<file path="config.mk">
export PLATFORM = sky130hd
export DESIGN_NAME = event_record_stream_parser
export DESIGN_NICKNAME = d
export VERILOG_FILES = /design/src/rtl/erp_pkg.sv /design/src/rtl/event_record_stream_parser.sv /design/src/rtl/erp_parse.sv /design/src/rtl/erp_outq.sv
export SDC_FILE = /design/constraint.sdc
export NUM_CORES = 1
export LEC_CHECK = 0
export BUFFER_PORTS_ARGS = -buffer_cell sky130_fd_sc_hd__buf_2
export CAP_MARGIN = 0
export CORE_ASPECT_RATIO = 0.6
export CORE_MARGIN = 1.5
export CORE_UTILIZATION = 50
export CTS_CLUSTER_DIAMETER = 50
export DETAILED_ROUTE_END_ITERATION = 8
export PLACE_DENSITY = 0.7
export RECOVER_POWER = 25
export SYNTH_ARGS = -nofsm -noshare
export SYNTH_HDL_FRONTEND = slang
export SYNTH_SLANG_ARGS = --single-unit
export TNS_END_PERCENT = 50
</file>
<file path="constraint.sdc">
create_clock -name clk -period 7.3 [get_ports clk]
set_clock_uncertainty 0.1 [all_clocks]
set_input_delay 0.73 -clock clk [delete_from_list [all_inputs] [get_ports clk]]
set_output_delay 0.73 -clock clk [all_outputs]
set_load 0.03 [all_outputs]
</file>
<file path="src/rtl/erp_pkg.sv">
// Shared types, record codes and helpers for the event record stream parser.
// No dependencies; every module in rtl/ imports this package.
package erp_pkg;

  // Record codes that need special handling
  localparam logic [4:0] C_DUAL_PRESS = 5'h03;
  localparam logic [4:0] C_APNEA_A    = 5'h05;
  localparam logic [4:0] C_APNEA_B    = 5'h06;
  localparam logic [4:0] C_APNEA_C    = 5'h07;
  localparam logic [7:0] C_RSVD_A     = 8'h08;
  localparam logic [7:0] C_RSVD_B     = 8'h09;
  localparam logic [4:0] C_APNEA_D    = 5'h0a;
  localparam logic [4:0] C_PAIR       = 5'h0b;
  localparam logic [4:0] C_APNEA_E    = 5'h0c;
  localparam logic [4:0] C_BARE       = 5'h0d;
  localparam logic [4:0] C_TRIPLE_A   = 5'h0e;
  localparam logic [4:0] C_WORD_OFS   = 5'h0f;
  localparam logic [4:0] C_TRIPLE_B   = 5'h10;
  localparam logic [4:0] C_DUAL_LEAK  = 5'h11;
  localparam logic [4:0] C_NO_DELTA   = 5'h12;
  localparam logic [7:0] C_MAX_CODE   = 8'h12;

  // Kinds of the second event of a two-event record
  localparam logic [4:0] KIND_SNORE2  = 5'd19;
  localparam logic [4:0] KIND_PRESS2  = 5'd20;

  typedef struct packed {
    logic [7:0] data_byte;
    logic       last_byte;
  } erp_in_t;

  typedef struct packed {
    logic [4:0]  event_kind;
    logic [31:0] event_time;
    logic [15:0] value_a;
    logic [7:0]  value_b;
    logic [15:0] value_c;
    logic [1:0]  value_count;
    logic        parse_error;
    logic        last_result;
  } erp_out_t;

  // Results caused by one byte: zero, one or two
  typedef struct packed {
    logic [1:0] count;
    erp_out_t   first;
    erp_out_t   second;
  } erp_pair_t;

  // Payload length in bytes for a known code
  function automatic logic [2:0] payload_len(input logic [4:0] code);
    logic [2:0] len;
    begin
      unique case (code) inside
        C_DUAL_PRESS, C_PAIR, C_DUAL_LEAK: len = 3'd2;
        C_BARE:                            len = 3'd0;
        C_TRIPLE_A, C_WORD_OFS, C_TRIPLE_B: len = 3'd3;
        C_NO_DELTA:                        len = 3'd4;
        default:                           len = 3'd1;
      endcase
      return len;
    end
  endfunction

  function automatic erp_out_t error_result();
    erp_out_t r;
    begin
      r             = '0;
      r.parse_error = 1'b1;
      r.last_result = 1'b1;
      return r;
    end
  endfunction

endpackage

</file>
<file path="src/rtl/event_record_stream_parser.sv">
// Event record stream parser, top level. Depends on erp_pkg, erp_parse, erp_outq.
// A result is registered in the 4-entry result queue when the byte that
// completes its record is transferred. Throughput: one byte per cycle while
// in_stall is low; the queue absorbs the second event of a two-event record.
// Reset (rst, synchronous, active high): parser expects a code byte, base time 0,
// result queue empty.
module event_record_stream_parser import erp_pkg::*; (
  input  logic        clk,
  input  logic        rst,
  input  logic        in_valid,
  output logic        in_stall,
  input  erp_in_t     in_data,
  output logic        out_valid,
  input  logic        out_stall,
  output erp_out_t    out_data,
  input  logic        cfg_wr_en,
  input  logic [31:0] cfg_wr_data
);

  logic      accept;
  logic      q_full;
  erp_pair_t results;

  // Stall the source only when the queue cannot take a full record's events;
  // a waiting result on the output side does not block new bytes otherwise.
  assign in_stall = q_full;
  assign accept   = in_valid && !in_stall;

  // Parse one byte per transfer; results appear combinationally from the
  // parser state plus the incoming byte and are registered in the queue.
  erp_parse u_parse (
    .clk         (clk),
    .rst         (rst),
    .accept      (accept),
    .in_data     (in_data),
    .cfg_wr_en   (cfg_wr_en),
    .cfg_wr_data (cfg_wr_data),
    .results     (results)
  );

  // Serialize zero, one or two results per byte onto the output channel.
  erp_outq u_outq (
    .clk       (clk),
    .rst       (rst),
    .push      (accept),
    .results   (results),
    .full      (q_full),
    .out_valid (out_valid),
    .out_stall (out_stall),
    .out_data  (out_data)
  );

endmodule

</file>
<file path="src/rtl/erp_parse.sv">
// Record parser core: phase tracking, delta accumulation, payload capture
// and event formatting for one byte per cycle while accept is high. Depends on erp_pkg.
module erp_parse import erp_pkg::*; (
  input  logic        clk,
  input  logic        rst,
  input  logic        accept,
  input  erp_in_t     in_data,
  input  logic        cfg_wr_en,
  input  logic [31:0] cfg_wr_data,
  output erp_pair_t   results
);

  localparam logic [1:0] PH_CODE = 2'd0;
  localparam logic [1:0] PH_DLO  = 2'd1;
  localparam logic [1:0] PH_DHI  = 2'd2;
  localparam logic [1:0] PH_PAY  = 2'd3;

  logic [31:0] base_time;
  logic [1:0]  phase, phase_next;
  logic [4:0]  code, code_next;
  logic [7:0]  delta_low, delta_low_next;
  logic [2:0]  pidx, pidx_next;
  logic [31:0] running_time, running_time_next;
  logic        halted, halted_next;
  logic        started, started_next;
  logic [7:0]  payload [4];

  logic [7:0]  b;
  logic        last;
  logic        done;
  logic        pay_wr;
  logic [31:0] rt_cur;
  logic [7:0]  p0, p1, p2, p3;
  erp_out_t    ev0, ev1;
  logic [1:0]  ev_cnt;

  assign b      = in_data.data_byte;
  assign last   = in_data.last_byte;
  assign rt_cur = started ? running_time : base_time;
  assign pay_wr = !halted && (phase == PH_PAY);

  // Payload view including the byte arriving now
  assign p0 = (pay_wr && pidx[1:0] == 2'd0) ? b : payload[0];
  assign p1 = (pay_wr && pidx[1:0] == 2'd1) ? b : payload[1];
  assign p2 = (pay_wr && pidx[1:0] == 2'd2) ? b : payload[2];
  assign p3 = (pay_wr && pidx[1:0] == 2'd3) ? b : payload[3];

  always_comb begin
    phase_next        = phase;
    code_next         = code;
    delta_low_next    = delta_low;
    pidx_next         = pidx;
    running_time_next = rt_cur;
    halted_next       = halted;
    started_next      = 1'b1;
    done              = 1'b0;
    results           = '0;

    if (halted) begin
      // drop bytes until the stream ends
      if (last) begin
        halted_next  = 1'b0;
        started_next = 1'b0;
        phase_next   = PH_CODE;
        pidx_next    = 3'd0;
      end
    end else begin
      unique case (phase)
        PH_CODE: begin
          if (b > C_MAX_CODE || b == C_RSVD_A || b == C_RSVD_B) begin
            results.count = 2'd1;
            results.first = error_result();
            if (last) begin
              started_next = 1'b0;
            end else begin
              halted_next = 1'b1;
            end
          end else begin
            code_next  = b[4:0];
            pidx_next  = 3'd0;
            phase_next = (b[4:0] == C_NO_DELTA) ? PH_PAY : PH_DLO;
          end
        end
        PH_DLO: begin
          delta_low_next = b;
          phase_next     = PH_DHI;
        end
        PH_DHI: begin
          running_time_next = rt_cur + {{16{b[7]}}, b, delta_low};
          phase_next        = PH_PAY;
          done              = (payload_len(code) == 3'd0);
        end
        PH_PAY: begin
          pidx_next = pidx + 3'd1;
          done      = (pidx + 3'd1) >= payload_len(code);
        end
        default: begin
          phase_next = PH_CODE;
        end
      endcase

      if (done) begin
        results.count  = ev_cnt;
        results.first  = ev0;
        results.second = ev1;
        phase_next     = PH_CODE;
        pidx_next      = 3'd0;
        if (last) begin
          started_next = 1'b0;
        end
      end else if (last && results.count == 2'd0) begin
        // record cut short by the end of the stream
        results.count = 2'd1;
        results.first = error_result();
        phase_next    = PH_CODE;
        pidx_next     = 3'd0;
        started_next  = 1'b0;
      end
    end
  end

  // Event formatting for a completed record
  always_comb begin
    ev0            = '0;
    ev1            = '0;
    ev_cnt         = 2'd1;
    ev0.event_kind = code;
    ev0.event_time = running_time_next;
    ev1.event_time = running_time_next;
    unique case (code) inside
      C_DUAL_PRESS: begin
        ev0.value_a     = {8'd0, p0};
        ev0.value_b     = p1;
        ev0.value_count = 2'd2;
        ev1.event_kind  = KIND_PRESS2;
        ev1.value_a     = {8'd0, p1};
        ev1.value_count = 2'd1;
        ev_cnt          = 2'd2;
      end
      C_APNEA_A, C_APNEA_B, C_APNEA_C, C_APNEA_D, C_APNEA_E: begin
        ev0.event_time = running_time_next - {24'd0, p0};
      end
      C_PAIR: begin
        ev0.value_a     = {8'd0, p0};
        ev0.value_b     = p1;
        ev0.value_count = 2'd2;
      end
      C_BARE: begin
        ev0.value_count = 2'd0;
      end
      C_TRIPLE_A, C_TRIPLE_B: begin
        ev0.value_a     = {8'd0, p0};
        ev0.value_b     = p1;
        ev0.value_c     = {8'd0, p2};
        ev0.value_count = 2'd3;
      end
      C_WORD_OFS: begin
        ev0.event_time  = running_time_next - {24'd0, p2};
        ev0.value_a     = {p1, p0};
        ev0.value_b     = p2;
        ev0.value_count = 2'd2;
      end
      C_DUAL_LEAK: begin
        ev0.value_a     = {8'd0, p0};
        ev0.value_count = 2'd1;
        ev1.event_kind  = KIND_SNORE2;
        ev1.value_a     = {8'd0, p1};
        ev1.value_count = 2'd1;
        ev_cnt          = (p1 != 8'd0) ? 2'd2 : 2'd1;
      end
      C_NO_DELTA: begin
        ev0.value_a     = {8'd0, p0};
        ev0.value_b     = p1;
        ev0.value_c     = {p3, p2};
        ev0.value_count = 2'd3;
      end
      default: begin
        ev0.value_a     = {8'd0, p0};
        ev0.value_count = 2'd1;
      end
    endcase
    // mark the final event of the record
    if (ev_cnt == 2'd2) begin
      ev1.last_result = 1'b1;
    end else begin
      ev0.last_result = 1'b1;
    end
  end

  always_ff @(posedge clk) begin
    if (rst) begin
      base_time    <= '0;
      phase        <= PH_CODE;
      code         <= '0;
      delta_low    <= '0;
      pidx         <= '0;
      running_time <= '0;
      halted       <= 1'b0;
      started      <= 1'b0;
    end else begin
      if (cfg_wr_en) begin
        base_time <= cfg_wr_data;
      end
      if (accept) begin
        phase        <= phase_next;
        code         <= code_next;
        delta_low    <= delta_low_next;
        pidx         <= pidx_next;
        running_time <= running_time_next;
        halted       <= halted_next;
        started      <= started_next;
      end
    end
  end

  always_ff @(posedge clk) begin
    if (accept && pay_wr) begin
      payload[pidx[1:0]] <= b;
    end
  end

endmodule

</file>
<file path="src/rtl/erp_outq.sv">
// Four-entry result queue: takes up to two results per cycle, drives one
// registered result per unstalled cycle to the sink. Depends on erp_pkg.
module erp_outq import erp_pkg::*; (
  input  logic      clk,
  input  logic      rst,
  input  logic      push,
  input  erp_pair_t results,
  output logic      full,
  output logic      out_valid,
  input  logic      out_stall,
  output erp_out_t  out_data
);

  erp_out_t   q [4];
  logic [1:0] wr_ptr, rd_ptr;
  logic [2:0] cnt, cnt_next;
  logic       pop;
  logic [1:0] n_push;

  assign out_valid = (cnt != 3'd0);
  assign out_data  = q[rd_ptr];
  assign pop       = out_valid && !out_stall;
  // hold off the source unless room remains for a two-event record
  assign full      = (cnt > 3'd2);
  assign n_push    = push ? results.count : 2'd0;
  assign cnt_next  = cnt + {1'b0, n_push} - {2'd0, pop};

  always_ff @(posedge clk) begin
    if (rst) begin
      wr_ptr <= '0;
      rd_ptr <= '0;
      cnt    <= '0;
    end else begin
      wr_ptr <= wr_ptr + n_push;
      rd_ptr <= rd_ptr + {1'b0, pop};
      cnt    <= cnt_next;
    end
  end

  always_ff @(posedge clk) begin
    if (n_push != 2'd0) begin
      q[wr_ptr] <= results.first;
    end
    if (n_push == 2'd2) begin
      q[wr_ptr + 2'd1] <= results.second;
    end
  end

endmodule

</file>
After elaboration in Yosys (flattened, before gate mapping)
Memory sizes are Yosys's and may differ from the RTL's. A register that Yosys moved wholly into a read port is not among the register bits.
Cells that the tools add are included.

word-level totals
  word-level logic and storage cells = 153
  memories = 2
  input port bits = 46
  memory bits (writable) = 356
  flip-flop bits (word level) = 91

memories
  memory           words  bits a word  read ports  clocked after memory_dff  wr ports  line             text
  u_outq.q         4      81           1           1                         2         erp_outq.sv:14   erp_out_t q [4];
  u_parse.payload  4      8            4           0                         1         erp_parse.sv:26  logic [7:0] payload [4];

cells by class
  $lt $le $gt $ge = 3
  add/subtract/negate cells = 9
  reduce and logical (&&, ||, !) cells = 36
  bitwise gates (word level) = 2
  equality and inequality tests = 26
  mux-type cells = 64

operator list
  operator            number
  $mux 83             3
  $mux 164            1
  $mux 82             2
  $mux 32             3
  $mux 81             1
  $pmux 16 s2         2
  $pmux 32 s2         1
  $sub 32x8->32       2
  $mux 8              5
  $add 32x32->32      1
  $eq 5x4->1 const B  6
  $mux 3              9
  $eq 5x5->1 const B  4
  $mux 1              20
  $mux 2              9
  $eq 8x4->1 const B  2
  $pmux 8 s2          1
  $eq 5x3->1 const B  3
  $eq 2x2->1 const B  6
  $pmux 2 s3          2
  $pmux 3 s4          1
  $reduce_and 4->1    3
  $reduce_or 3->1     4
  $pmux 5 s2          1
  other kinds (31)    48

Longest topological paths before layout
Gate-level depths: netlist of the first run.

  word-level depth = 15
  mapped depth = 25
  gate-level depth less buffers = 21

Hierarchy
A second synthesis of the first run with hierarchy kept.

second synthesis, totals
  cells, all modules = 2,065
  area, all modules = 25,652.1 µm²

modules (own cells, without submodules)
  module                      cells an instance  sequential area each (µm²)  times used  area each (µm²)
  erp_outq                    837                9,869.5                     1           15,955.3
  erp_parse                   1,227              2,642.5                     1           9,683.0
  event_record_stream_parser  1                  0.0                         1           13.8

Worst setup path after synthesis of the first run
OpenSTA, ideal clock, no wires.

  kind = register to register
  start = register u_parse.started
  end = memory u_outq.q[2][69] (netlist name), data pin
  arrival time = 5.756 ns
  cell stages (with the launch flop) = 21
  setup slack = 1.292 ns
  required time = 7.048 ns
  period minus slack after synthesis = 6.008 ns
  buffers on the path = 4
  cell sequence = dfxtp_1 -> clkbuf_1 -> clkbuf_1 -> clkbuf_1 -> buf_1 -> mux2_2 -> ha_1 -> inv_1 -> fa_1 -> a21oi_1 -> ha_1 -> nor2b_1 -> o21a_1 -> o21ai_0 -> a211oi_1 -> nor4b_1 -> nand4_1 -> nor4_4 -> nand3_2 -> or3_1 -> a31oi_1

RTL lines
  element                 line              text
  start, declared         erp_parse.sv:25   logic started, started_next;
  start signal, assigned  erp_parse.sv:211  started <= started_next;
  end, declared           erp_outq.sv:14

==> flow_metrics.tcl, run 1 <==
set metrics [dict create \
    status "finished with violations" \
    violations "max-capacitance violations, max-slew violations" \
    synth_area_mm2 0.0237 \
    num-fill-cells 3985 \
    rsz0062_at_grt "false" \
    drive_above_1_share 0.144 \
    die_area_mm2 0.0487 \
    antenna_found_initial 2 \
    slew_headroom -0.651 \
    clk_latency_ns 0.59 \
    vdd_drop_max_v 0.000160 \
    yosys_warnings 0 \
    hold_violations 0 \
    crit_arrival_ns 6.68 \
    slew_viol_final 231 \
    cts_made_buffers 43 \
    synth_nets 2515 \
    grt_usage 0.305 \
    timing.fmax_mhz 157 \
    ctsResizeCount 0 \
    path_cells "ha_1 -> nor2b_1 -> nand2_1 -> mux2i_1 -> mux2i_1 -> inv_1 -> ha_1 -> nor2b_1 -> o21a_1 -> o21ai_0 -> a211oi_1 -> nor4b_1 -> nand4_1 -> nor4_4 -> nand3_2 -> or3_1 -> a31oi_1" \
    synth_edf_count 216 \
    dieWidth_um 284 \
    routed_wl_um 75800 \
    hold_class "in2reg" \
    post_cts_buffers 0 \
    path_clk_slew_ns 0.07 \
    area_growth_pct 10.1 \
    cp-end-kind "flop" \
    die_h_um 171 \
    ys_types 82 \
    cp_top_family "simple AND/OR/NAND/NOR gates" \
    avgSynthCellArea_um2 9.81 \
    critical_path_class "reg2reg" \
    wl_per_cell_um 24.5 \
    overflow 0 \
    cts_hold_buf 0 \
    place.gp.congestion 0.929 \
    ys.flop_type "dfxtp_1" \
    cts_root_buffer "clkbuf_16" \
    grt_pass1_wl_um 114000 \
    finalSetupViolations 0 \
    clockBufferDepth 3 \
    dp_hpwl_um 50500 \
    cts.sinks 447 \
    rows 61 \
    drtPass1Iterations 6 \
    ys_async_sr_fraction 0 \
    viasPerCell 6.53 \
    fin_ws_ns 0.927 \
    start_kind "flop" \
    cp.required_ns 7.61 \
    cp_slowest_cell "nor4b_1" \
    worstMarginPinSlew_ns 2.48 \
    tns_ns 0 \
    dp_slack_ns 1.13 \
    period_needed_ns 6.37 \
    post-route-drc-count 0 \
    rrSetupSlack_ns 0.93 \
    io_buffer_count 128 \
    post-route-period-util 0.873 \
    critPathBufInv 1 \
    nets 2535 \
    vias 20200 \
    ys_seq_elements 447 \
    ios 129 \
    ant_nets 0 \
    htreeDepth 2 \
    final_common_cell "nand2_1" \
    critPathMaxStageDelay_ns 0.74 \
    power_leakage_uw 0.00912 \
    layout_common_cells "nand2_1, dfxtp_1, edfxtp_1" \
    power_density_mw_per_mm2 271 \
    syn_inst 2411 \
    grt_max_degree 91 \
    initial_core_util 0.509 \
    crit_fanout 11 \
    coreArea_mm2 0.0465 \
    synth-seq-area-share 0.470 \
    cts_tree "built" \
    first_global_vias 18400 \
    maxCapViolCount 7 \
    first_iter_violations 2876 \
]
synthesized netlist by cell type, drive strengths merged, types with 33 or more instances:
master | count | area, um2
nand2 | 270 | 1010
dfxtp | 231 | 4620
edfxtp | 216 | 6490
nor2 | 195 | 732
nand3 | 192 | 976
o21ai | 182 | 911
clkbuf | 161 | 604
a21oi | 124 | 639
o22ai | 105 | 657
mux4 | 81 | 1820
mux2i | 67 | 671
ha | 55 | 688
buf | 41 | 173
nor3 | 40 | 205
mux2 | 37 | 417
a211oi | 33 | 248
inv | 33 | 124
metrics by stage:
step	util	std cells	total power, uW	hold slack, ns	area [um2]
floorplan	-	2411	4270	0.331	23700
global placement	0.533	3016	4840	0.338	24800
detailed placement	0.533	3016	4870	0.344	24800
CTS	0.562	3096	7050	0.276	26100
global route	0.560	3097	7300	0.282	26000
finish	0.560	3097	7060	0.293	26000
power by group:
group	switching, uW	internal (uW)	total, uW	leakage (uW)
registers	147	2790	2940	0.00393
logic	1280	629	1910	0.00453
clock network	1050	1160	2210	0.000665
total	2480	4580	7060	0.00912
kinds of logic (layout without fill, tap and decap cells):
logic type | Yosys count | in the layout | synth area share
other | 0 | 1 | 0
and+or+nand+nor | 866 | 866 | 0.173
AOI/OAI and AO/OA | 591 | 591 | 0.154
buffers and inverters | 235 | 290 | 0.0381
xor gates and xnor gates | 29 | 29 | 0.0107
adders and majority gates | 58 | 58 | 0.0316
DFF | 447 | 447 | 0.470
muxes | 185 | 185 | 0.123
sequential cells by signal (all words and copies together) (netlist names):
| signal | cells |
|---|---|
| u_outq.wr_ptr | 2 |
| u_parse.running_time | 32 |
| u_parse.pidx | 3 |
| u_parse.halted | 1 |
| u_parse.started | 1 |
| u_outq.rd_ptr | 2 |
| u_outq.cnt | 3 |
| u_parse.delta_low | 8 |
| u_parse.phase | 2 |
| u_parse.base_time | 32 |
| u_outq.q | 324 |
| u_parse.code | 5 |
| u_parse.payload | 32 |
final timing paths:
| path | depth (start not counted) | to | start |
|---|---|---|---|
| max | 17 | u_outq.q[2][69] | u_parse.phase[1] |
| min reg2reg | 2 | u_outq.q[1][13] | u_outq.q[1][13] |
| min | 3 | u_parse.base_time[26] | cfg_wr_data[26] |
| max reg2reg | 17 | u_outq.q[2][69] | u_parse.phase[1] |
worst min-delay path, delay by kind of cell:
family / cells / cell delay (ns)
mux: 1 / 0.05
buf+inv: 1 / 0.08
simple gates: 1 / 0.07
per-layer routing:
layer	vias to the layer above	track usage	wire, um	part of all wire
met5	-	0.00600	0	0
met4	0	0.0649	1390	0.018
met3	130	0.106	10900	0.14
met2	1310	0.416	29900	0.39
met1	9720	0.460	33700	0.44
li1	9056	-	-	-
final cells by class:
| type | instances | area (um2) | area share |
|---|---|---|---|
| diodes | 1 | 2.50 | 0.0000961 |
| inverters | 33 | 124 | 0.00476 |
| clock buffers | 48 | 1100 | 0.0424 |
| flip-flops and latches | 447 | 11100 | 0.427 |
| well taps | 630 | 788 | 0.0303 |
| clock inverters | 32 | 272 | 0.0104 |
| multi-input cells | 1729 | 11700 | 0.450 |
| repair buffers | 177 | 916 | 0.0352 |
Note: power is estimated with default switching activity, not from simulation.
==> run 2: changes to the inputs <==
--- a/config.mk
+++ b/config.mk
@@ -12,9 +12,9 @@
 export CORE_UTILIZATION = 50
 export CTS_CLUSTER_DIAMETER = 50
 export DETAILED_ROUTE_END_ITERATION = 8
-export PLACE_DENSITY = 0.7
+export PLACE_DENSITY = 0.73
 export RECOVER_POWER = 25
 export SYNTH_ARGS = -nofsm -noshare
 export SYNTH_HDL_FRONTEND = slang
 export SYNTH_SLANG_ARGS = --single-unit
-export TNS_END_PERCENT = 50
+export TNS_END_PERCENT = 10
==> constraint.sdc (replaced) <==
create_clock -name clk -period 5.6 [get_ports clk]
set_clock_uncertainty 0.1 [all_clocks]
set_input_delay 0.56 -clock clk [delete_from_list [all_inputs] [get_ports clk]]
set_output_delay 0.56 -clock clk [all_outputs]
set_load 0.03 [all_outputs]
==> flow_metrics.tcl, run 2 (same netlist as run 1, synthesis figures left out) <==
set metrics [dict create \
    status "finished with violations" \
    violations "max-capacitance violations, max-slew violations" \
    drtPass1Iterations 8 \
    antenna_found_initial 1 \
    overflow 0 \
    critical_path_class "reg2reg" \
    seqCellArea_mm2 0.0111 \
    critPathBufInv 1 \
    rrSetupSlack_ns 0.36 \
    ant_nets 0 \
    clockBufferDepth 3 \
    num-fill-cells 3949 \
    grt_usage 0.313 \
    htreeDepth 2 \
    min_path_cells 3 \
    crit_fanout 15 \
    timing.fmax_mhz 191 \
    routed_wl_um 77500 \
    cts_made_buffers 45 \
    path_depth 13 \
    first_global_vias 19100 \
    viasPerCell 6.49 \
    path_clk_slew_ns 0.07 \
    place.gp.congestion 0.988 \
    grt_pass1_wl_um 116000 \
    path_cells "buf_4 -> mux2_2 -> ha_1 -> a21oi_1 -> o21ai_0 -> a22oi_1 -> a31oi_1 -> or4_1 -> and3_1 -> nor4_2 -> nand3_1 -> or4_1 -> o311ai_0" \
    cts_tree "built" \
    slew_viol_final 122 \
    cp_slowest_cell "nor4_2" \
    power_density_mw_per_mm2 362 \
    crit_arrival_ns 5.52 \
    critPathMaxStageDelay_ns 0.62 \
    layout_common_cells "nand2_1, dfxtp_1, edfxtp_1" \
    period_needed_ns 5.24 \
    initial_core_util 0.509 \
    multi_input_area_mm2 0.0117 \
    largest-register "u_outq.q" \
    dieWidth_um 284 \
    die_h_um 171 \
    crit_top_cell "or4_1" \
    hold_violations 0 \
    vdd_drop_max_v 0.000237 \
    power_uw 9630 \
    coreArea_mm2 0.0465 \
    cp_top_family "simple AND/OR/NAND/NOR gates" \
    area_growth_pct 12.7 \
    maxCapViolCount 3 \
    largest_register_ffs 324 \
    post-route-period-util 0.935 \
    worstMarginPinSlew_ns 2.91 \
    reg2reg_depth 13 \
    nets 2585 \
    dp_hpwl_um 53300 \
    first_iter_violations 2911 \
    cp-end-kind "flop" \
    ios 129 \
    die_area_mm2 0.0487 \
    final_common_cell "nand2_1" \
    rsz0062_at_grt "false" \
    tns_ns 0 \
    start_kind "flop" \
    ctsResizeCount 0 \
    post_cts_buffers 0 \
    drive_above_1_share 0.155 \
    io_buffer_count 128 \
    slew_headroom -0.937 \
    clk_latency_ns 0.59 \
    grt_max_degree 87 \
    hold_class "in2reg" \
    power_leakage_uw 0.00944 \
    wl_per_cell_um 24.6 \
    cts.sinks 447 \
    vias 20400 \
    cp.required_ns 5.88 \
    cts_hold_buf 0 \
    post-route-drc-count 0 \
    cts_root_buffer "clkbuf_16" \
    rows 61 \
    finalSetupViolations 0 \
]
-- run 2: cell types whose count changed in the layout (fill, tap and decap cells not counted), sizes merged --
cell	delta
buf	+29
bufinv	+4
clkbuf	+34
clkinv	-8
clkinvlp	-3
inv	-4
-- run 2: area by class of cell --
type,instances,area share
tap,630,0.0296
inverter,33,0.00465
timing repair buffer,225,0.0488
clock buffer,63,0.0498
multi-input combinational,1729,0.440
clock inverter,21,0.0103
sequential,447,0.417
antenna,1,0.0000939
-- run 2: stage by stage --
stage / instances / setup WS, ns / utilization / hold slack (ns) / area, um2
after floorplan: 2411 / 0.0648 / - / 0.331 / 23700
after global placement: 3064 / 0.392 / 0.542 / 0.339 / 25200
after detailed placement: 3064 / 0.499 / 0.542 / 0.342 / 25200
after CTS: 3148 / 0.473 / 0.576 / 0.104 / 26800
after global routing: 3148 / 0.0102 / 0.573 / 0.108 / 26600
final: 3149 / 0.364 / 0.573 / 0.117 / 26600
-- run 2: path summary, 6_finish.rpt --
| kind | end | from |
|---|---|---|
| worst max register to register | u_outq.q[3][74] | u_parse.started |
| worst min-delay path | u_parse.base_time[28] | cfg_wr_data[28] |
| worst min register to register | u_outq.q[3][12] | u_outq.q[3][12] |
| worst max-delay path | u_outq.q[3][74] | u_parse.started |
-- run 2: power breakdown --
group | switching (uW) | internal (uW)
combinational | 1690 | 855
clock | 1340 | 1900
sequential | 201 | 3640
total | 3240 | 6390
-- run 2: routing by layer --
| layer | track usage | wire, um | vias to the layer above |
|---|---|---|---|
| met5 | 0 | 0 | - |
| met2 | 0.431 | 31100 | 1341 |
| li1 | - | - | 9144 |
| met3 | 0.105 | 11400 | 132 |
| met4 | 0.0786 | 1560 | 0 |
| met1 | 0.466 | 33400 | 9829 |
-- run 2: tightest hold or removal path, delay by kind of cell --
| family | cells | cell delay, ns |
|---|---|---|
| buffers and inverters | 1 | 0.07 |
| multiplexers | 1 | 0.05 |
| AND/OR/NAND/NOR | 1 | 0.07 |
